===== src/fes_pkg.sv =====
`timescale 1ns / 1ps
`default_nettype none
// ----------------------------------------------------------------------------
// Enrollment sequencer package
// Shared types, event codes and status constants for the enrollment
// sequencer front end, result queue and output stage.
// ----------------------------------------------------------------------------
package fes_pkg;

  // Number of template slots the sensor module offers.
  localparam int SLOT_COUNT = 256;

  // Sensor module status codes.
  localparam logic [7:0] STAT_OK        = 8'd0;
  localparam logic [7:0] STAT_NO_FINGER = 8'd2;
  localparam logic [7:0] STAT_MISMATCH  = 8'd10;

  // Timer limits and reset value.
  localparam logic [19:0] ELAPSED_MAX     = 20'hFFFFF;
  localparam logic [19:0] TIMEOUT_DEFAULT = 20'd30000;

  // Input actions.
  localparam logic [1:0] ACT_START  = 2'd0;
  localparam logic [1:0] ACT_CANCEL = 2'd1;
  localparam logic [1:0] ACT_POLL   = 2'd2;
  localparam logic [1:0] ACT_TICK   = 2'd3;

  // Enrollment stages.
  localparam logic [1:0] STG_PRESS1 = 2'd0;
  localparam logic [1:0] STG_LIFT   = 2'd1;
  localparam logic [1:0] STG_PRESS2 = 2'd2;

  // Result events.
  localparam logic [3:0] EV_WAIT1      = 4'd0;
  localparam logic [3:0] EV_PRESS1_OK  = 4'd1;
  localparam logic [3:0] EV_LIFT       = 4'd2;
  localparam logic [3:0] EV_WAIT2      = 4'd3;
  localparam logic [3:0] EV_DONE       = 4'd4;
  localparam logic [3:0] EV_TIMEOUT    = 4'd5;
  localparam logic [3:0] EV_IMAGE_FAIL = 4'd6;
  localparam logic [3:0] EV_MISMATCH   = 4'd7;
  localparam logic [3:0] EV_MODEL_FAIL = 4'd8;
  localparam logic [3:0] EV_STORE_FAIL = 4'd9;
  localparam logic [3:0] EV_CANCELED   = 4'd10;

  // Result queue depth.
  localparam int QDEPTH = 4;
  localparam int QAW    = $clog2(QDEPTH);

  // Input transaction payload.
  typedef struct packed {
    logic [1:0] action;
    logic [7:0] slot_id;
    logic [7:0] image_code;
    logic [7:0] extract_code;
    logic [7:0] merge_code;
    logic [7:0] store_code;
  } fes_in_t;

  // Result transaction payload.
  typedef struct packed {
    logic [3:0] event_res;
    logic [7:0] slot;
    logic [7:0] detail_code;
    logic       has_detail;
    logic       last;
  } fes_out_t;

  // One queued job: a single event, or the first-press pair
  // (first press accepted, followed by lift) when pair is set.
  typedef struct packed {
    logic [3:0] event_res;
    logic [7:0] slot;
    logic [7:0] detail_code;
    logic       has_detail;
    logic       pair;
  } fes_job_t;

  // Queue status toward the front end.
  typedef struct packed {
    logic full;
    logic empty;
  } fes_qstat_t;

endpackage
`default_nettype wire


===== src/fes_front.sv =====
`timescale 1ns / 1ps
`default_nettype none
// ----------------------------------------------------------------------------
// Enrollment sequencer front end
// Accepts input transactions, tracks the enrollment stage and timer, and
// pushes one result job per input that produces results.
// ----------------------------------------------------------------------------
module fes_front (
  input  wire                 clk,
  input  wire                 rst_n,
  input  wire                 cfg_we,
  input  wire [19:0]          cfg_wdata,
  input  wire                 in_valid,
  output logic                in_stall,
  input  fes_pkg::fes_in_t    in_data,
  input  fes_pkg::fes_qstat_t qstat,
  output logic                push,
  output fes_pkg::fes_job_t   push_job
);
  import fes_pkg::*;

  logic        busy_r, busy_nxt;
  logic [1:0]  stage_r, stage_nxt;
  logic [7:0]  slot_r, slot_nxt;
  logic [19:0] elapsed_r, elapsed_nxt;
  logic [19:0] timeout_r;
  logic        accept;
  logic        slot_ok;

  // A full queue holds off every input.
  assign in_stall = qstat.full;
  assign accept   = in_valid && !in_stall;
  assign slot_ok  = ({3'b000, in_data.slot_id} < 11'(SLOT_COUNT));

  // Sequencer decode for one accepted transaction.
  always_comb begin
    busy_nxt    = busy_r;
    stage_nxt   = stage_r;
    slot_nxt    = slot_r;
    elapsed_nxt = elapsed_r;
    push        = 1'b0;
    push_job    = '{event_res: EV_WAIT1, slot: slot_r, detail_code: 8'd0,
                    has_detail: 1'b0, pair: 1'b0};
    if (accept) begin
      case (in_data.action)
        ACT_START: begin
          if (slot_ok) begin
            busy_nxt          = 1'b1;
            stage_nxt         = STG_PRESS1;
            slot_nxt          = in_data.slot_id;
            elapsed_nxt       = 20'd0;
            push              = 1'b1;
            push_job.event_res = EV_WAIT1;
            push_job.slot     = in_data.slot_id;
          end
        end
        ACT_CANCEL: begin
          busy_nxt           = 1'b0;
          push               = 1'b1;
          push_job.event_res = EV_CANCELED;
        end
        ACT_TICK: begin
          if (busy_r && elapsed_r != ELAPSED_MAX) begin
            elapsed_nxt = elapsed_r + 20'd1;
          end
        end
        default: begin
          // Poll: check the timer first, then the current stage.
          if (busy_r) begin
            if (elapsed_r > timeout_r) begin
              busy_nxt           = 1'b0;
              push               = 1'b1;
              push_job.event_res = EV_TIMEOUT;
            end else if (stage_r == STG_PRESS1) begin
              if (in_data.image_code == STAT_OK) begin
                push = 1'b1;
                if (in_data.extract_code != STAT_OK) begin
                  busy_nxt             = 1'b0;
                  push_job.event_res   = EV_IMAGE_FAIL;
                  push_job.detail_code = in_data.extract_code;
                  push_job.has_detail  = 1'b1;
                end else begin
                  stage_nxt          = STG_LIFT;
                  elapsed_nxt        = 20'd0;
                  push_job.event_res = EV_PRESS1_OK;
                  push_job.pair      = 1'b1;
                end
              end
            end else if (stage_r == STG_LIFT) begin
              if (in_data.image_code == STAT_NO_FINGER) begin
                stage_nxt          = STG_PRESS2;
                elapsed_nxt        = 20'd0;
                push               = 1'b1;
                push_job.event_res = EV_WAIT2;
              end
            end else begin
              // Second press: once an image is taken, every outcome ends the enrollment.
              if (in_data.image_code == STAT_OK) begin
                busy_nxt = 1'b0;
                push     = 1'b1;
                if (in_data.extract_code != STAT_OK) begin
                  push_job.event_res   = EV_IMAGE_FAIL;
                  push_job.detail_code = in_data.extract_code;
                  push_job.has_detail  = 1'b1;
                end else if (in_data.merge_code == STAT_MISMATCH) begin
                  push_job.event_res = EV_MISMATCH;
                end else if (in_data.merge_code != STAT_OK) begin
                  push_job.event_res   = EV_MODEL_FAIL;
                  push_job.detail_code = in_data.merge_code;
                  push_job.has_detail  = 1'b1;
                end else if (in_data.store_code != STAT_OK) begin
                  push_job.event_res   = EV_STORE_FAIL;
                  push_job.detail_code = in_data.store_code;
                  push_job.has_detail  = 1'b1;
                end else begin
                  push_job.event_res = EV_DONE;
                end
              end
            end
          end
        end
      endcase
    end
  end

  // Sequencer state registers.
  always_ff @(posedge clk) begin
    if (!rst_n) begin
      busy_r    <= 1'b0;
      stage_r   <= STG_PRESS1;
      slot_r    <= 8'd0;
      elapsed_r <= 20'd0;
    end else begin
      busy_r    <= busy_nxt;
      stage_r   <= stage_nxt;
      slot_r    <= slot_nxt;
      elapsed_r <= elapsed_nxt;
    end
  end

  // Timeout configuration register.
  always_ff @(posedge clk) begin
    if (!rst_n) begin
      timeout_r <= TIMEOUT_DEFAULT;
    end else if (cfg_we) begin
      timeout_r <= cfg_wdata;
    end
  end

endmodule
`default_nettype wire


===== src/fes_queue.sv =====
`timescale 1ns / 1ps
`default_nettype none
// ----------------------------------------------------------------------------
// Enrollment sequencer job queue
// Small first-in first-out queue of result jobs between the front end and
// the output stage.
// ----------------------------------------------------------------------------
module fes_queue (
  input  wire                 clk,
  input  wire                 rst_n,
  input  wire                 push,
  input  fes_pkg::fes_job_t   push_job,
  input  wire                 pop,
  output fes_pkg::fes_job_t   head_job,
  output fes_pkg::fes_qstat_t qstat
);
  import fes_pkg::*;

  fes_job_t       mem_r [QDEPTH];
  logic [QAW-1:0] wptr_r, rptr_r;
  logic [QAW:0]   count_r;
  logic           do_push, do_pop;

  assign qstat.full  = (count_r == (QAW+1)'(QDEPTH));
  assign qstat.empty = (count_r == '0);
  assign do_push     = push && !qstat.full;
  assign do_pop      = pop && !qstat.empty;
  assign head_job    = mem_r[rptr_r];

  // Job storage.
  always_ff @(posedge clk) begin
    if (do_push) begin
      mem_r[wptr_r] <= push_job;
    end
  end

  // Pointers and fill count.
  always_ff @(posedge clk) begin
    if (!rst_n) begin
      wptr_r  <= '0;
      rptr_r  <= '0;
      count_r <= '0;
    end else begin
      if (do_push) begin
        wptr_r <= wptr_r + QAW'(1);
      end
      if (do_pop) begin
        rptr_r <= rptr_r + QAW'(1);
      end
      if (do_push && !do_pop) begin
        count_r <= count_r + (QAW+1)'(1);
      end else if (do_pop && !do_push) begin
        count_r <= count_r - (QAW+1)'(1);
      end
    end
  end

endmodule
`default_nettype wire


===== src/fes_back.sv =====
`timescale 1ns / 1ps
`default_nettype none
// ----------------------------------------------------------------------------
// Enrollment sequencer output stage
// Pops result jobs and presents them as result transactions, expanding the
// first-press pair into the first-press event followed by lift.
// ----------------------------------------------------------------------------
module fes_back (
  input  wire                 clk,
  input  wire                 rst_n,
  input  fes_pkg::fes_job_t   head_job,
  input  fes_pkg::fes_qstat_t qstat,
  output logic                pop,
  output logic                out_valid,
  input  wire                 out_stall,
  output fes_pkg::fes_out_t   out_data
);
  import fes_pkg::*;

  logic     valid_r;
  logic     lift_pend_r;
  fes_out_t data_r;
  logic     load;

  // The output register may load when empty or when its transaction leaves.
  assign load      = !valid_r || !out_stall;
  assign pop       = load && !lift_pend_r && !qstat.empty;
  assign out_valid = valid_r;
  assign out_data  = data_r;

  // Control: valid flag and pending second event of a pair.
  always_ff @(posedge clk) begin
    if (!rst_n) begin
      valid_r     <= 1'b0;
      lift_pend_r <= 1'b0;
    end else if (load) begin
      if (lift_pend_r) begin
        valid_r     <= 1'b1;
        lift_pend_r <= 1'b0;
      end else begin
        valid_r     <= !qstat.empty;
        lift_pend_r <= !qstat.empty && head_job.pair;
      end
    end
  end

  // Payload of the presented result.
  always_ff @(posedge clk) begin
    if (load) begin
      if (lift_pend_r) begin
        data_r.event_res <= EV_LIFT;
        data_r.last      <= 1'b1;
      end else begin
        data_r.event_res   <= head_job.event_res;
        data_r.slot        <= head_job.slot;
        data_r.detail_code <= head_job.detail_code;
        data_r.has_detail  <= head_job.has_detail;
        data_r.last        <= !head_job.pair;
      end
    end
  end

endmodule
`default_nettype wire


===== src/fingerprint_enroll_sequencer.sv =====
`timescale 1ns / 1ps
`default_nettype none
// ----------------------------------------------------------------------------
// Fingerprint enrollment sequencer
// Two-press enrollment control: start, cancel, sensor poll and tick inputs
// drive a stage machine that reports progress, completion and failures.
//
// Usage: the input channel (in_valid, in_stall, in_data) takes one
// transaction per cycle while the internal job queue has room. The
// front end updates the stage, slot and timer in the cycle a transaction is
// accepted. Each input yields zero, one or two result transactions on the
// output channel (out_valid, out_stall, out_data); the first passes through
// the job queue and the output register before it is presented, and leaves
// at the next edge when out_stall is low.
// A first-press success produces two results, the first-press event then
// lift, so while out_stall is low the output side sustains one result per
// cycle and the input side one item per cycle whenever results do not pile
// up. When the receiver stalls, results wait in the output register and a
// four-entry queue; once the queue is full in_stall rises. cfg_we/cfg_wdata
// write the timeout in ticks. Synchronous reset clears the stage machine,
// the queue and the output, and restores the timeout to 30000 ticks.
// ----------------------------------------------------------------------------
module fingerprint_enroll_sequencer (
  input  wire               clk,
  input  wire               rst_n,
  input  wire               cfg_we,
  input  wire [19:0]        cfg_wdata,
  input  wire               in_valid,
  output logic              in_stall,
  input  fes_pkg::fes_in_t  in_data,
  output logic              out_valid,
  input  wire               out_stall,
  output fes_pkg::fes_out_t out_data
);
  import fes_pkg::*;

  fes_qstat_t qstat;
  fes_job_t   push_job;
  fes_job_t   head_job;
  logic       push;
  logic       pop;

  fes_front u_front (
    .clk       (clk),
    .rst_n     (rst_n),
    .cfg_we    (cfg_we),
    .cfg_wdata (cfg_wdata),
    .in_valid  (in_valid),
    .in_stall  (in_stall),
    .in_data   (in_data),
    .qstat     (qstat),
    .push      (push),
    .push_job  (push_job)
  );

  fes_queue u_queue (
    .clk      (clk),
    .rst_n    (rst_n),
    .push     (push),
    .push_job (push_job),
    .pop      (pop),
    .head_job (head_job),
    .qstat    (qstat)
  );

  fes_back u_back (
    .clk       (clk),
    .rst_n     (rst_n),
    .head_job  (head_job),
    .qstat     (qstat),
    .pop       (pop),
    .out_valid (out_valid),
    .out_stall (out_stall),
    .out_data  (out_data)
  );

endmodule
`default_nettype wire

===== config.mk =====
export PLATFORM = sky130hd
export DESIGN_NAME = fingerprint_enroll_sequencer
export DESIGN_NICKNAME = d
export VERILOG_FILES = /design/src/fes_pkg.sv /design/src/fes_front.sv /design/src/fes_queue.sv /design/src/fes_back.sv /design/src/fingerprint_enroll_sequencer.sv
export SDC_FILE = /design/constraint.sdc
export NUM_CORES = 1
export LEC_CHECK = 0
export ABC_AREA = 1
export BUFFER_PORTS_ARGS = -buffer_cell sky130_fd_sc_hd__buf_2
export CAP_MARGIN = 30
export CORE_MARGIN = 2
export CORE_UTILIZATION = 60
export CTS_CLUSTER_SIZE = 12
export DETAILED_ROUTE_END_ITERATION = 12
export GPL_TIMING_DRIVEN = 0
export PLACE_DENSITY = 0.84
export SYNTH_ARGS = -nofsm -noshare
export SYNTH_HDL_FRONTEND = slang
export SYNTH_SLANG_ARGS = --single-unit

===== constraint.sdc =====
create_clock -name clk -period 7.02 [get_ports clk]
set_input_delay 1.053 -clock clk [delete_from_list [all_inputs] [get_ports clk]]
set_output_delay 1.053 -clock clk [all_outputs]
set_load 0.05 [all_outputs]

# --- Word level (Yosys, flattened, before mapping) ---
# Memory sizes are Yosys's and may differ from the RTL's. A register that Yosys moved wholly into a read port is not among the register bits.
# Cells that the tools add are included.
# W data, S select, Z words.
classes:
  n_addsub: 5
  muxes: 69
  n_eq_ne: 14
  bitwise_logic: 4
  n_reduce_logical: 40
  magnitude_cmp: 1
ops:
  columns: ["operator", "count"]
  rows:
  - ["$mux W20", 8]
  - ["$mux W9", 8]
  - ["$pmux W20 S3", 1]
  - ["$mux W10", 4]
  - ["$mux W4", 10]
  - ["$reduce_bool A8 Y1", 3]
  - ["$mux W22", 1]
  - ["$add A20 B1 Y20 const B", 1]
  - ["$gt A20 B20 Y1", 1]
  - ["$mux W2", 10]
  - ["$ne A20 B20 Y1 const B", 1]
  - ["$mux W1", 19]
  - ["$logic_and A1 B1 Y1", 9]
  - ["$mux W3", 3]
  - ["$ne A3 B3 Y1 const B", 3]
  - ["$reduce_and A9 Y1", 1]
  - ["$reduce_bool A3 Y1", 3]
  - ["$eq A8 B2 Y1 const B", 1]
  - ["$eq A8 B4 Y1 const B", 1]
  - ["$logic_not A1 Y1", 8]
  - ["$logic_not A8 Y1", 1]
  - ["$mux W8", 1]
  - ["$ne A4 B4 Y1 const B", 2]
  - ["$pmux W4 S2", 1]
  - ["21 further kinds", 32]
totals:
  register_bits: 82
  ramBits: 88
  word_cells: 149
  memories: 1
  out_inout_bits: 24
memory_table:
  columns: ["memory", "depth", "width", "rd", "rd_ports_with_merged_regs", "write_ports", "line_no", "source"]
  rows:
  - ["u_queue.mem_r", 4, 22, 1, 1, 1, "fes_queue.sv:19", "fes_job_t mem_r [QDEPTH];"]

# --- Depth between registers and ports, before layout ---
# Gate-level depths: netlist of run 1.
depth:
  depth_word: 13
  mapped_depth: 23
  ltp_nobuf: 23

# --- By module ---
# Synthesis of run 1 repeated with hierarchy kept, for this count alone.
hier_totals:
  hier_cells: 928
  hier_area_um2: 8396.8
modules_own_cells:
  columns: ["mod", "cells_per_inst", "instances", "area_per_inst_um2", "seq_area_each_um2"]
  rows:
  - ["fes_queue", 283, 1, 3799.9, 2822.7]
  - ["fes_front", 600, 1, 3797.4, 1021.0]
  - ["fes_back", 45, 1, 799.5, 700.7]

# --- Least setup slack after synthesis of run 1 ---
# Ideal clock, no wire load.
synth_timing:
  path_kind: "input to register"
  startpoint: "input in_data[40] in the netlist's numbering"
  endpoint: "memory u_queue.mem_r[0][0] in the netlist's numbering, enable pin"
  cell_stages: 9
  n_path_buf: 1
  required_ps: 6619
  setup_slack_ps: 3685
  arrival_time_ps: 2934
  setup_ps: 401
  cell_sequence: "inv_1 ha_1 inv_1 nor2_2 buf_4 inv_1 nand2_1 nand2_1 nor2_1"
synth_via:
  elab_chain_cells: 7
synth_lines:
  columns: ["element", "line_no", "source"]
  rows:
  - ["start, declared", "fingerprint_enroll_sequencer.sv:30", "input fes_pkg::fes_in_t in_data,"]
  - ["$eq A2 B1 Y1 / $logic_not A2 Y1 (equally long branches)", "fes_front.sv:45", "case (in_data.action)"]
  - ["$reduce_or A2 Y1 (no line)", null, null]
  - ["$pmux W1 S2 (*)", "fes_front.sv:45", null]
  - ["$mux W1 (*)", "fes_front.sv:44", "if (accept) begin"]
  - ["$logic_and A1 B1 Y1 (*)", "fes_queue.sv:26", "assign do_push = push && !qstat.full;"]
  - ["$mux W1 (*)", "fes_queue.sv:32", "if (do_push) begin"]
  - ["$mux W1 (not written as such) (*)", "fes_queue.sv:33", "mem_r[wptr_r] <= push_job;"]
  - ["end, declared", "fes_queue.sv:19", null]
# Every way passes the cells marked *; elsewhere a longest branch is shown, timed or not.

# --- Final worst setup path of run 1 ---
layout_timing:
  startpoint: "input in_data[40] in the netlist's numbering"
  endpoint: "register u_queue.count_r[2]"
layout_via:
  elab_chain_cells: 8
layout_lines:
  columns: ["element", "line_no", "source"]
  rows:
  - ["$eq A2 B1 Y1 / $logic_not A2 Y1 (equally long branches)", "fes_front.sv:45", null]
  - ["$reduce_or A2 Y1 (no line)", null, null]
  - ["$pmux W1 S2 (*)", "fes_front.sv:45", null]
  - ["$mux W1 (*)", "fes_front.sv:44", null]
  - ["$logic_and A1 B1 Y1 (*)", "fes_queue.sv:26", null]
  - ["via u_queue.do_push", "fes_queue.sv:22", "logic do_push, do_pop;"]
  - ["$logic_not A1 Y1", "fes_queue.sv:52", "end else if (do_pop && !do_push) begin"]
  - ["$logic_and A1 B1 Y1", "fes_queue.sv:52", null]
  - ["$reduce_bool A2 Y1 (no line)", null, null]
  - ["end signal, assigned", "fes_queue.sv:51", "count_r <= count_r + (QAW+1)'(1);"]
  - ["end signal, assigned", "fes_queue.sv:53", "count_r <= count_r - (QAW+1)'(1);"]
  - ["end, declared", "fes_queue.sv:21", "logic [QAW:0] count_r;"]
# Mark *: on every way through the listed nets, which the timed path passes. The rest lies on a longest branch.
# A chain may end at the register's enable or synchronous reset.

==> impl_summary.txt, run 1 <==
----------------------------------------------------
[Outcome]
  Run status ... finished, final reports clean

[Timing]
  Final critical-path required period ... 3.36 ns
  Post-Route Skew ... 0.0123 ns
  Finish-stage setup viols ... 0
  Max-slew headroom at the worst pin ... 34.5%
  Total negative setup slack ... 0 ns
  Final worst-path setup slack ... 3.66 ns
  Tcrit/Tclk final ... 47.8%
  Max-slew violation total from the final report ... 0
  Number of failing hold endpoints at the final stage ... 0
  Transition time at the pin with the least slew margin ... 0.982 ns
  Setup repair after global routing missed its margin ... false
  Worst hold slack across all endpoints ... 0.464 ns
  Maximum clock rate ... 0.298 GHz

[Detailed routing]
  Routed WL per cell ... 15.8 µm
  Remaining number of nets flagged by the antenna check after routing ... 0
  Via count normalized by instance count ... 5.47
  Total number of vias ... 6,595
  Wire length reported by the detailed router ... 19,000 µm
  Drt drc ... 0
  Initial drt markers ... 583
  First-pass iteration count of the detailed router ... 6

[Finish]
  Fraction of final layout cells with drive strength greater than 1 ... 17.5%
  Synthesis-to-finish area growth ... 17.3%
  Filler cell count in the final layout ... 990
  Non-filler instance count after layout ... 1,205
  Total inserted antenna cells ... 0
  Final #Nets ... 1,114

[Yosys]
  Synth area leader ... sky130_fd_sc_hd__edfxtp_1
  Summed instance area of the synthesized netlist ... 8140 µm²
  Area share of the leading cell type in the synthesized netlist ... 40.6%
  Area fraction in compound gates after synthesis ... 12.4%
  Top cells by count, synth ... sky130_fd_sc_hd__nor2_1 (134), sky130_fd_sc_hd__nand2_1 (131), sky130_fd_sc_hd__inv_1 (116), sky130_fd_sc_hd__edfxtp_1 (110), sky130_fd_sc_hd__o21ai_0 (81)
  Mean post-synth cell area ... 9.01 µm²
  XOR/XNOR share of the synthesized area ... 0%
  Main synth FF type ... sky130_fd_sc_hd__edfxtp_1
  Simple-gate share of the synthesized area ... 19.6%
  Number of distinct library cells after synthesis ... 42
  EDFF count, synth ... 110
  Warnings, synthesis ... 0
  Largest family of logic cells by synthesized area ... simple AND/OR/NAND/NOR gates
  Net count after synthesis ... 1,001
  Share of synthesized area spent on multiplexers ... 0%
  Share of synthesized cell area in full adder, half adder and majority cells ... 4.86%
  Dominant cell by count in the synthesized netlist ... sky130_fd_sc_hd__nor2_1
  Flip-flop and latch count after synthesis ... 172
  Post-synthesis cell count ... 903
  Synth top area cells ... sky130_fd_sc_hd__edfxtp_1 (41%), sky130_fd_sc_hd__dfxtp_1 (15%), sky130_fd_sc_hd__nor2_1 (6.2%)
  Asr flop ratio synth ... 0%
  Sequential area share after synthesis ... 55.8%

[Placed design]
  RePlAce Congestion ... 0.935
  Post-detailed-placement half-perimeter wirelength ... 13,400 µm
  Placed cell count ... 1,173
  Post-place setup slack ... 3.22 ns
  Number of port buffers ... 90

[Clocking]
  Inserted Clock Buffers ... 17
  Post-CTS Setup Bufs ... 0
  Gates resized, CTS repair ... 0
  Buffer type at the clock tree root ... sky130_fd_sc_hd__clkbuf_16
  # hold bufs at CTS ... 0
  # clock sinks ... 172
  Clock transition time at the flip-flop clock pins of the worst setup and hold paths ... 0.07 ns
  CTS tree ... built
  Maximum level of the CTS H-tree ... 4
  Bufs on Longest Clock Path ... 2
  Worst-Skew Late Latency ... 0.44 ns

[Die]
  Std-Cell Rows ... 42
  Chip width ... 120 µm
  Die ar. ... 14,500 µm²
  Core box area ... 13,200 µm²
  I/O pin cnt ... 91
  Initial standard-cell utilization of the core ... 61.5%
  Height of the die ... 120 µm

[Setup path]
  Worst Setup Path Type ... in -> reg
  Cell mode on critical path ... sky130_fd_sc_hd__inv_1
  Worst Path Required ... 7.39 ns
  Top delay family on crit path ... adder cells
  Arrival time of data at the critical path endpoint ... 3.72 ns
  Crit path cell chain ... buf_2, inv_1, ha_1, inv_1, nor2_2, buf_4, inv_1, nand2_1, nand2_1, inv_1, ha_1, inv_1, fa_1, o21ai_0, a21o_1, o21ai_0, a21oi_1
  CP endpoint kind ... flip-flop
  Number of buffer and inverter instances along the worst setup path ... 7
  Maximum cell stage delay along the critical path ... 0.44 ns
  Critical path's slowest cell ... sky130_fd_sc_hd__fa_1
  Highest net fanout along the worst path ... 10
  CP Launch Type ... input port

[GRT]
  Largest net degree at the start of global routing ... 19
  Grt total ovfl ... 0
  Number of global-route vias before repair ... 6,548
  First-pass GRT wire length ... 31,100 µm
  Antenna violations before repair ... 0
  Global-route usage over all layers ... 27.7%

[Min path]
  Type of the worst min-delay path ... reg -> reg

[Pwr]
  Power Total ... 3220 µW
  Cell area power density ... 338 nW/µm²
  Highest ir drop seen on vdd ... 0.168 mV
  Reported leakage power ... 0.00403 µW

[Run]
  Maximum Capacitance Violations ... 0

----------------------------------------------------
[metrics by stage]
step	util, %	cell area (µm²)
after floorplan	-	8140
after global placement	66.5	8810
after detailed placement	67.5	8930
after CTS	72.1	9550
after global routing	72.1	9550
final	72.1	9550
[worst min-delay path, delay by kind of cell (launching register included)]
family	cells	cell delay [ns]
AOI/OAI and AO/OA	1	0.06
buffers and inverters	1	0.06
DFF	1	0.30
[cells in the final DEF (no fill, tap or decap), types with 3 or more instances in the layout]
cell type,count
sky130_fd_sc_hd__inv_8,4
sky130_fd_sc_hd__o22ai_1,19
sky130_fd_sc_hd__inv_6,5
sky130_fd_sc_hd__dfxtp_1,62
sky130_fd_sc_hd__buf_16,4
sky130_fd_sc_hd__nand2_1,131
sky130_fd_sc_hd__nor2_4,3
sky130_fd_sc_hd__nand3_2,4
sky130_fd_sc_hd__nand3_1,38
sky130_fd_sc_hd__nor2_1,129
sky130_fd_sc_hd__nor3_1,10
sky130_fd_sc_hd__nor4_1,3
sky130_fd_sc_hd__buf_2,92
sky130_fd_sc_hd__inv_2,3
sky130_fd_sc_hd__edfxtp_1,110
sky130_fd_sc_hd__ha_1,30
sky130_fd_sc_hd__nand4_1,7
sky130_fd_sc_hd__clkbuf_16,17
sky130_fd_sc_hd__nand3b_1,3
sky130_fd_sc_hd__nand2_2,5
sky130_fd_sc_hd__inv_1,116
sky130_fd_sc_hd__buf_4,4
sky130_fd_sc_hd__o21ai_0,81
sky130_fd_sc_hd__a21oi_1,74
sky130_fd_sc_hd__clkbuf_1,22
sky130_fd_sc_hd__or2_2,9
sky130_fd_sc_hd__nor2_2,15
[logic make-up (layout without fill, tap and decap cells)]
| kind of cell | count (synthesis) | in the layout |
|---|---|---|
| simple gates | 362 | 362 |
| flops | 172 | 172 |
| fa+ha+maj | 31 | 31 |
| compound gates | 188 | 188 |
| buf+inv | 150 | 276 |
[worst paths after layout]
path	cells past startpoint	slack, ns	end	from
worst max-delay path	17	3.66	u_queue.count_r[2]	in_data[40]
worst min-delay path	2	0.46	u_front.timeout_r[11]	u_front.timeout_r[11]
worst max register to register	21	3.82	u_queue.count_r[2]	u_front.timeout_r[19]
worst min register to register	2	0.46	u_front.timeout_r[11]	u_front.timeout_r[11]
[flip-flops by register name, summed over array words and instances, names as in the netlist, named ones only]
signal	cells
u_back.lift_pend_r	1
u_back.out_data	22
u_back.out_valid	1
u_front.busy_r	1
u_front.elapsed_r	20
u_front.slot_r	8
u_front.stage_r	2
u_front.timeout_r	20
u_queue.count_r	3
u_queue.mem_r	88
u_queue.rptr_r	2
u_queue.wptr_r	2
[report_power, final]
group	switching (µW)	internal, µW	leakage (µW)
clock network	432	543	0.000300
registers	67.2	1250	0.00155
logic	688	239	0.00219
total	1190	2040	0.00403
[final cells by class]
cell class              instances  area (µm²)  area share (%)
clock buffers                  17         425            4.45
flip-flops and latches        172        4540            47.6
inverters                     120         450            4.72
well taps                     176         220            2.31
repair buffers                 94         561            5.87
clock inverters                15         190            1.99
plain buffers                  30         145            1.52
multi-input cells             581        3010            31.6
[metal layers]
layer	GRT usage (%)	up-vias	routed length, µm
met5	0	-	0
met4	12.4	0	458
met3	5.19	44	1030
met2	50.3	268	10200
met1	31.7	3038	7350
li1	-	3245	-
Note: power is estimated with default switching activity, not from simulation.
==> inputs of run 2 (changes only) <==
Settings changed: CORE_UTILIZATION 60 to 59, PLACE_DENSITY 0.84 to 0.83.
Clock period 7.02 ns to 3.5 ns, I/O delays scaled along.
==> run 2 against run 1 <==
  * Sequential share of layout area grew 0.25 points
  * Sequential power grew 100%
  * Design area shrank 0.52%
  * Critical path type is now reg -> reg
  * Hold slack lost 0.16 ns
  * Via count grew 0.92%
  * Non-clock buffer count is the same
  * Die area grew 1.6%
==> impl_summary.txt, run 2 (same netlist as run 1, synthesis figures left out) <==
----------------------------------------------------
[Die]
  Core box area ... 13,300 µm²
  I/O pin cnt ... 91
  Height of the die ... 121 µm
  Die ar. ... 14,800 µm²
  Chip width ... 121 µm
  Initial standard-cell utilization of the core ... 61.0%
  Std-Cell Rows ... 42

[Clocking]
  Worst-Skew Late Latency ... 0.44 ns
  Inserted Clock Buffers ... 17
  Buffer type at the clock tree root ... sky130_fd_sc_hd__clkbuf_16
  CTS tree ... built
  Post-CTS Setup Bufs ... 0
  Clock transition time at the flip-flop clock pins of the worst setup and hold paths ... 0.07 ns
  # clock sinks ... 172
  Bufs on Longest Clock Path ... 2
  Maximum level of the CTS H-tree ... 4
  Gates resized, CTS repair ... 0
  # hold bufs at CTS ... 0

[Finish]
  Final #Nets ... 1,114
  Final Util ... 71.2%
  Flip-flop count of the largest register, all copies and words added ... 88
  Most common cell after layout, fill and taps aside ... sky130_fd_sc_hd__nand2_1
  Fraction of final layout cells with drive strength greater than 1 ... 17.4%
  Commonest cells after routing, fill and taps aside ... sky130_fd_sc_hd__nand2_1 (130), sky130_fd_sc_hd__nor2_1 (129), sky130_fd_sc_hd__inv_1 (116), sky130_fd_sc_hd__edfxtp_1 (110), sky130_fd_sc_hd__buf_2 (92)
  Top reg by flops ... u_queue.mem_r
  Synthesis-to-finish area growth ... 16.7%
  Total inserted antenna cells ... 0
  Filler cell count in the final layout ... 1,016

[Setup path]
  CP endpoint kind ... flip-flop
  Worst Setup Path Type ... reg -> reg
  Highest net fanout along the worst path ... 6
  Arrival time of data at the critical path endpoint ... 3.52 ns
  Worst Path Required ... 3.86 ns
  CP Launch Type ... flip-flop

[Detailed routing]
  Via count normalized by instance count ... 5.52
  Initial drt markers ... 677
  Total number of vias ... 6,656
  Remaining number of nets flagged by the antenna check after routing ... 0
  Drt drc ... 0
  Wire length reported by the detailed router ... 18,900 µm
  First-pass iteration count of the detailed router ... 5
  Routed WL per cell ... 15.6 µm

[Timing]
  Maximum clock rate ... 0.316 GHz
  Post-Route Skew ... 0.0109 ns
  Final critical-path required period ... 3.16 ns
  Transition time at the pin with the least slew margin ... 0.924 ns
  Finish-stage setup viols ... 0
  Tcrit/Tclk final ... 90.3%
  Max-slew headroom at the worst pin ... 38.3%
  Final worst-path setup slack ... 0.339 ns
  Worst hold slack across all endpoints ... 0.307 ns
  Number of failing hold endpoints at the final stage ... 0
  Max-slew violation total from the final report ... 0
  Setup repair after global routing missed its margin ... false

[GRT]
  First-pass GRT wire length ... 30,600 µm
  Antenna violations before repair ... 0
  Global-route usage over all layers ... 26.9%
  Largest net degree at the start of global routing ... 19
  Number of global-route vias before repair ... 6,511
  Grt total ovfl ... 0

[Pwr]
  Highest ir drop seen on vdd ... 0.339 mV
  Cell area power density ... 672 nW/µm²
  Reported leakage power ... 0.00400 µW

[Placed design]
  RePlAce Congestion ... 0.907
  Post-place setup slack ... 0.166 ns
  Post-detailed-placement half-perimeter wirelength ... 13,200 µm
  Number of port buffers ... 90

[Run]
  Maximum Capacitance Violations ... 0

[Min path]
  Type of the worst min-delay path ... in -> reg

[Outcome]
  Run status ... finished, final reports clean

----------------------------------------------------
[run 2: cell count changes in the layout (fill, tap and decap cells not counted), moves of 2 or more]
cell / previous run / this run
sky130_fd_sc_hd__buf_16: 4 / 2
sky130_fd_sc_hd__buf_8: 0 / 2
sky130_fd_sc_hd__clkinvlp_4: 1 / 3
sky130_fd_sc_hd__clkbuf_1: 22 / 24
sky130_fd_sc_hd__inv_8: 4 / 1
[run 2: path summary, 6_finish.rpt]
kind                         start                    end  slack [ns]  depth (start not counted)
max          u_front.elapsed_r[10]     u_queue.count_r[2]        0.34                         20
min                  cfg_wdata[14]  u_front.timeout_r[14]        0.31                          3
max reg2reg  u_front.elapsed_r[10]     u_queue.count_r[2]        0.34                         20
min reg2reg  u_front.timeout_r[17]  u_front.timeout_r[17]        0.47                          2
[run 2: area by class of cell]
cell class,count,area [µm²],area share (%)
Buffer,30,145,1.53
Inverter,120,450,4.74
Tap cell,176,220,2.32
Timing Repair Buffer,94,536,5.64
Multi-Input combinational cell,581,3020,31.7
Sequential cell,172,4540,47.8
Clock inverter,13,155,1.63
Clock buffer,19,433,4.56
[run 2: metal layers]
| metal | track usage (%) | wire [µm] |
|---|---|---|
| met2 | 47.5 | 9650 |
| met5 | 0 | 0 |
| met4 | 11.8 | 694 |
| met1 | 31.4 | 7320 |
| met3 | 5.87 | 1190 |
[run 2: through the flow]
| step | cell area [µm²] | std cells | TNS (ns) | power (µW) |
|---|---|---|---|---|
| 2_1_floorplan | 8140 | 903 | 0 | 3980 |
| 5_1_grt | 9500 | 1205 | 0 | 6670 |
| 4_1_cts | 9500 | 1205 | 0 | 6390 |
| 6_report | 9500 | 1205 | 0 | 6380 |
| 3_3_place_gp | 8810 | 1169 | -36.31 | 4400 |
| 3_5_place_dp | 8910 | 1173 | 0 | 4500 |
[run 2: critical path: stages, from the launching register on]
cell and delay, ns:
sky130_fd_sc_hd__dfxtp_1 0.38, sky130_fd_sc_hd__ha_1 0.30, sky130_fd_sc_hd__nand2_1 0.07, sky130_fd_sc_hd__nor2_1 0.17
sky130_fd_sc_hd__nand2_1 0.10, sky130_fd_sc_hd__nor2_2 0.12, sky130_fd_sc_hd__nand2_1 0.07, sky130_fd_sc_hd__nand3_1 0.09
sky130_fd_sc_hd__nand2_2 0.10, sky130_fd_sc_hd__nand2_1 0.08, sky130_fd_sc_hd__nand2_1 0.05, sky130_fd_sc_hd__nand2_1 0.19
sky130_fd_sc_hd__nand2_2 0.15, sky130_fd_sc_hd__inv_1 0.09, sky130_fd_sc_hd__ha_1 0.14, sky130_fd_sc_hd__inv_1 0.07
sky130_fd_sc_hd__fa_1 0.43, sky130_fd_sc_hd__o21ai_0 0.18, sky130_fd_sc_hd__a21o_1 0.12, sky130_fd_sc_hd__o21ai_0 0.07
sky130_fd_sc_hd__a21oi_1 0.13
[run 2: power breakdown]
group | switching, µW | internal [µW]
clock | 819 | 1070
sequential | 138 | 2510
combinational | 1370 | 477
==> inputs of run 3 (changes only) <==
--- a/config.mk
+++ b/config.mk
@@ -13,5 +13,4 @@
 export CTS_CLUSTER_SIZE = 12
 export DETAILED_ROUTE_END_ITERATION = 12
-export GPL_TIMING_DRIVEN = 0
 export PLACE_DENSITY = 0.83
 export SYNTH_ARGS = -nofsm -noshare
==> constraint.sdc (replaced) <==
create_clock -name clk -period 3.5 [get_ports clk]
set_input_delay 1.05 -clock clk [delete_from_list [all_inputs] [get_ports clk]]
set_output_delay 1.05 -clock clk [all_outputs]
set_load 0.05 [all_outputs]
==> run 3 against run 2 <==
  * Register-to-register slack better by 0.15 ns
  * Via count down 4.7%
  * Non-clock buffer count shrank 20
  * Flip-flop and latch count did not move
  * Combinational power down 3%
  * Maximum frequency increased by 5.1%
  * Sequential power about the same
  * Critical path depth unchanged
  * Die area unchanged
  * Total power down 3.9%
  * Clock-buffer cell count grew 1
  * Critical endpoint unchanged
  * Largest power group unchanged
==> impl_summary.txt, run 3 (same netlist as run 1, synthesis figures left out) <==
----------------------------------------------------
[Clocking]
  Bufs on Longest Clock Path ... 2
  CTS tree ... built
  Maximum level of the CTS H-tree ... 4
  Gates resized, CTS repair ... 0
  # clock sinks ... 172
  Inserted Clock Buffers ... 17
  Buffer type at the clock tree root ... sky130_fd_sc_hd__clkbuf_16
  # hold bufs at CTS ... 0
  Worst-Skew Late Latency ... 0.43 ns
  Clock transition time at the flip-flop clock pins of the worst setup and hold paths ... 0.07 ns
  Post-CTS Setup Bufs ... 0

[Timing]
  Post-Route Skew ... 0.00996 ns
  Tcrit/Tclk final ... 85.9%
  Total negative setup slack ... 0 ns
  Max-slew violation total from the final report ... 0
  Maximum clock rate ... 0.332 GHz
  Final critical-path required period ... 3.01 ns
  Final worst-path setup slack ... 0.492 ns
  Finish-stage setup viols ... 0
  Max-slew headroom at the worst pin ... 48.2%
  Number of failing hold endpoints at the final stage ... 0
  Transition time at the pin with the least slew margin ... 0.776 ns
  Worst hold slack across all endpoints ... 0.466 ns
  Setup repair after global routing missed its margin ... false

[Die]
  Initial standard-cell utilization of the core ... 61.0%
  Height of the die ... 121 µm
  Chip width ... 121 µm
  Std-Cell Rows ... 42
  Core box area ... 13,300 µm²
  Die ar. ... 14,800 µm²
  I/O pin cnt ... 91

[Detailed routing]
  Initial drt markers ... 504
  First-pass iteration count of the detailed router ... 4
  Remaining number of nets flagged by the antenna check after routing ... 0
  Drt drc ... 0
  Total number of vias ... 6,346
  Wire length reported by the detailed router ... 16,800 µm
  Via count normalized by instance count ... 5.36
  Routed WL per cell ... 14.2 µm

[Finish]
  Flip-flop count of the largest register, all copies and words added ... 88
  Commonest cells after routing, fill and taps aside ... sky130_fd_sc_hd__nand2_1 (131), sky130_fd_sc_hd__nor2_1 (130), sky130_fd_sc_hd__inv_1 (116), sky130_fd_sc_hd__edfxtp_1 (110), sky130_fd_sc_hd__buf_2 (90)
  Most common cell after layout, fill and taps aside ... sky130_fd_sc_hd__nand2_1
  Filler cell count in the final layout ... 1,047
  Fraction of final layout cells with drive strength greater than 1 ... 17.5%
  Top reg by flops ... u_queue.mem_r
  Total inserted antenna cells ... 0
  Non-filler instance count after layout ... 1,185
  Area of the multi-input gates ... 3010 µm²
  Synthesis-to-finish area growth ... 14.4%
  Final #Nets ... 1,094
  Storage cell area ... 4540 µm²

[GRT]
  Antenna violations before repair ... 0
  Number of global-route vias before repair ... 6,000
  First-pass GRT wire length ... 27,600 µm
  Grt total ovfl ... 0
  Global-route usage over all layers ... 24.1%
  Largest net degree at the start of global routing ... 45

[Setup path]
  CP endpoint kind ... flip-flop
  Arrival time of data at the critical path endpoint ... 3.37 ns
  Highest net fanout along the worst path ... 5
  CP Launch Type ... flip-flop
  Maximum cell stage delay along the critical path ... 0.45 ns
  Crit path cell chain ... ha_1, nand2_1, nor2_1, nand2_2, nor2_2, nand2_1, nand3_1, nand2_2, nand2_1, nand2_1, nand2_1, nand2_1, inv_1, ha_1, inv_1, fa_1, o21ai_0, a21o_1, o21ai_0, a21oi_1
  Worst Setup Path Type ... reg -> reg
  Setup slack of the most critical reg-to-reg path ... 0.49 ns
  Critical path's slowest cell ... sky130_fd_sc_hd__fa_1
  Cell mode on critical path ... sky130_fd_sc_hd__nand2_1
  Worst Path Required ... 3.86 ns

[Min path]
  Type of the worst min-delay path ... reg -> reg

[Outcome]
  Run status ... finished, final reports clean

[Pwr]
  Reported leakage power ... 0.00395 µW
  Highest ir drop seen on vdd ... 0.489 mV
  Power Total ... 6130 µW
  Cell area power density ... 658 nW/µm²

[Placed design]
  RePlAce Congestion ... 0.948
  Number of port buffers ... 90
  Placed cell count ... 1,153
  Post-detailed-placement half-perimeter wirelength ... 11,300 µm
  Post-place setup slack ... 0.148 ns

[Run]
  Maximum Capacitance Violations ... 0

----------------------------------------------------
==> run 3: path summary, 6_finish.rpt <==
path,start,end,cells after the start
setup / recovery,u_front.elapsed_r[15],u_queue.count_r[2],20
hold / removal,u_front.timeout_r[17],u_front.timeout_r[17],2
hold reg to reg,u_front.timeout_r[17],u_front.timeout_r[17],2
setup reg to reg,u_front.elapsed_r[15],u_queue.count_r[2],20
==> run 3: routing by layer <==
metal	up-vias	track usage [%]	routed length (µm)
li1	3212	-	-
met1	2920	28.9	7060
met2	183	43.3	8700
met3	31	4.42	721
met4	0	8.76	322
met5	-	0	0
==> run 3: cell type report <==
cell class                      instances  area share, %
Clock buffer                           20           4.80
Timing Repair Buffer                  104           5.96
Inverter                              120           4.84
Sequential cell                       172           48.8
Clock inverter                         12          0.940
Tap cell                              176           2.36
Multi-Input combinational cell        581           32.3
==> run 3: report_power, final <==
part	switching [µW]	internal (µW)
registers	118	2510
logic	1320	474
clock network	782	931
total	2210	3920
==> run 3: stage by stage <==
step / area [µm²] / util, %
final: 9320 / 69.8
after global routing: 9320 / 69.8
after CTS: 9320 / 69.8
after detailed placement: 8780 / 65.8
after global placement: 8780 / 65.8
after floorplan: 8140 / -
==> run 3: critical path, delay by kind of cell, from the launching register on <==
family / cells / cell delay (ns)
adders and majority gates: 3 / 0.89
AOI/OAI and AO/OA: 4 / 0.48
and+or+nand+nor: 11 / 1.05
buffers and inverters: 2 / 0.15
DFF: 1 / 0.36
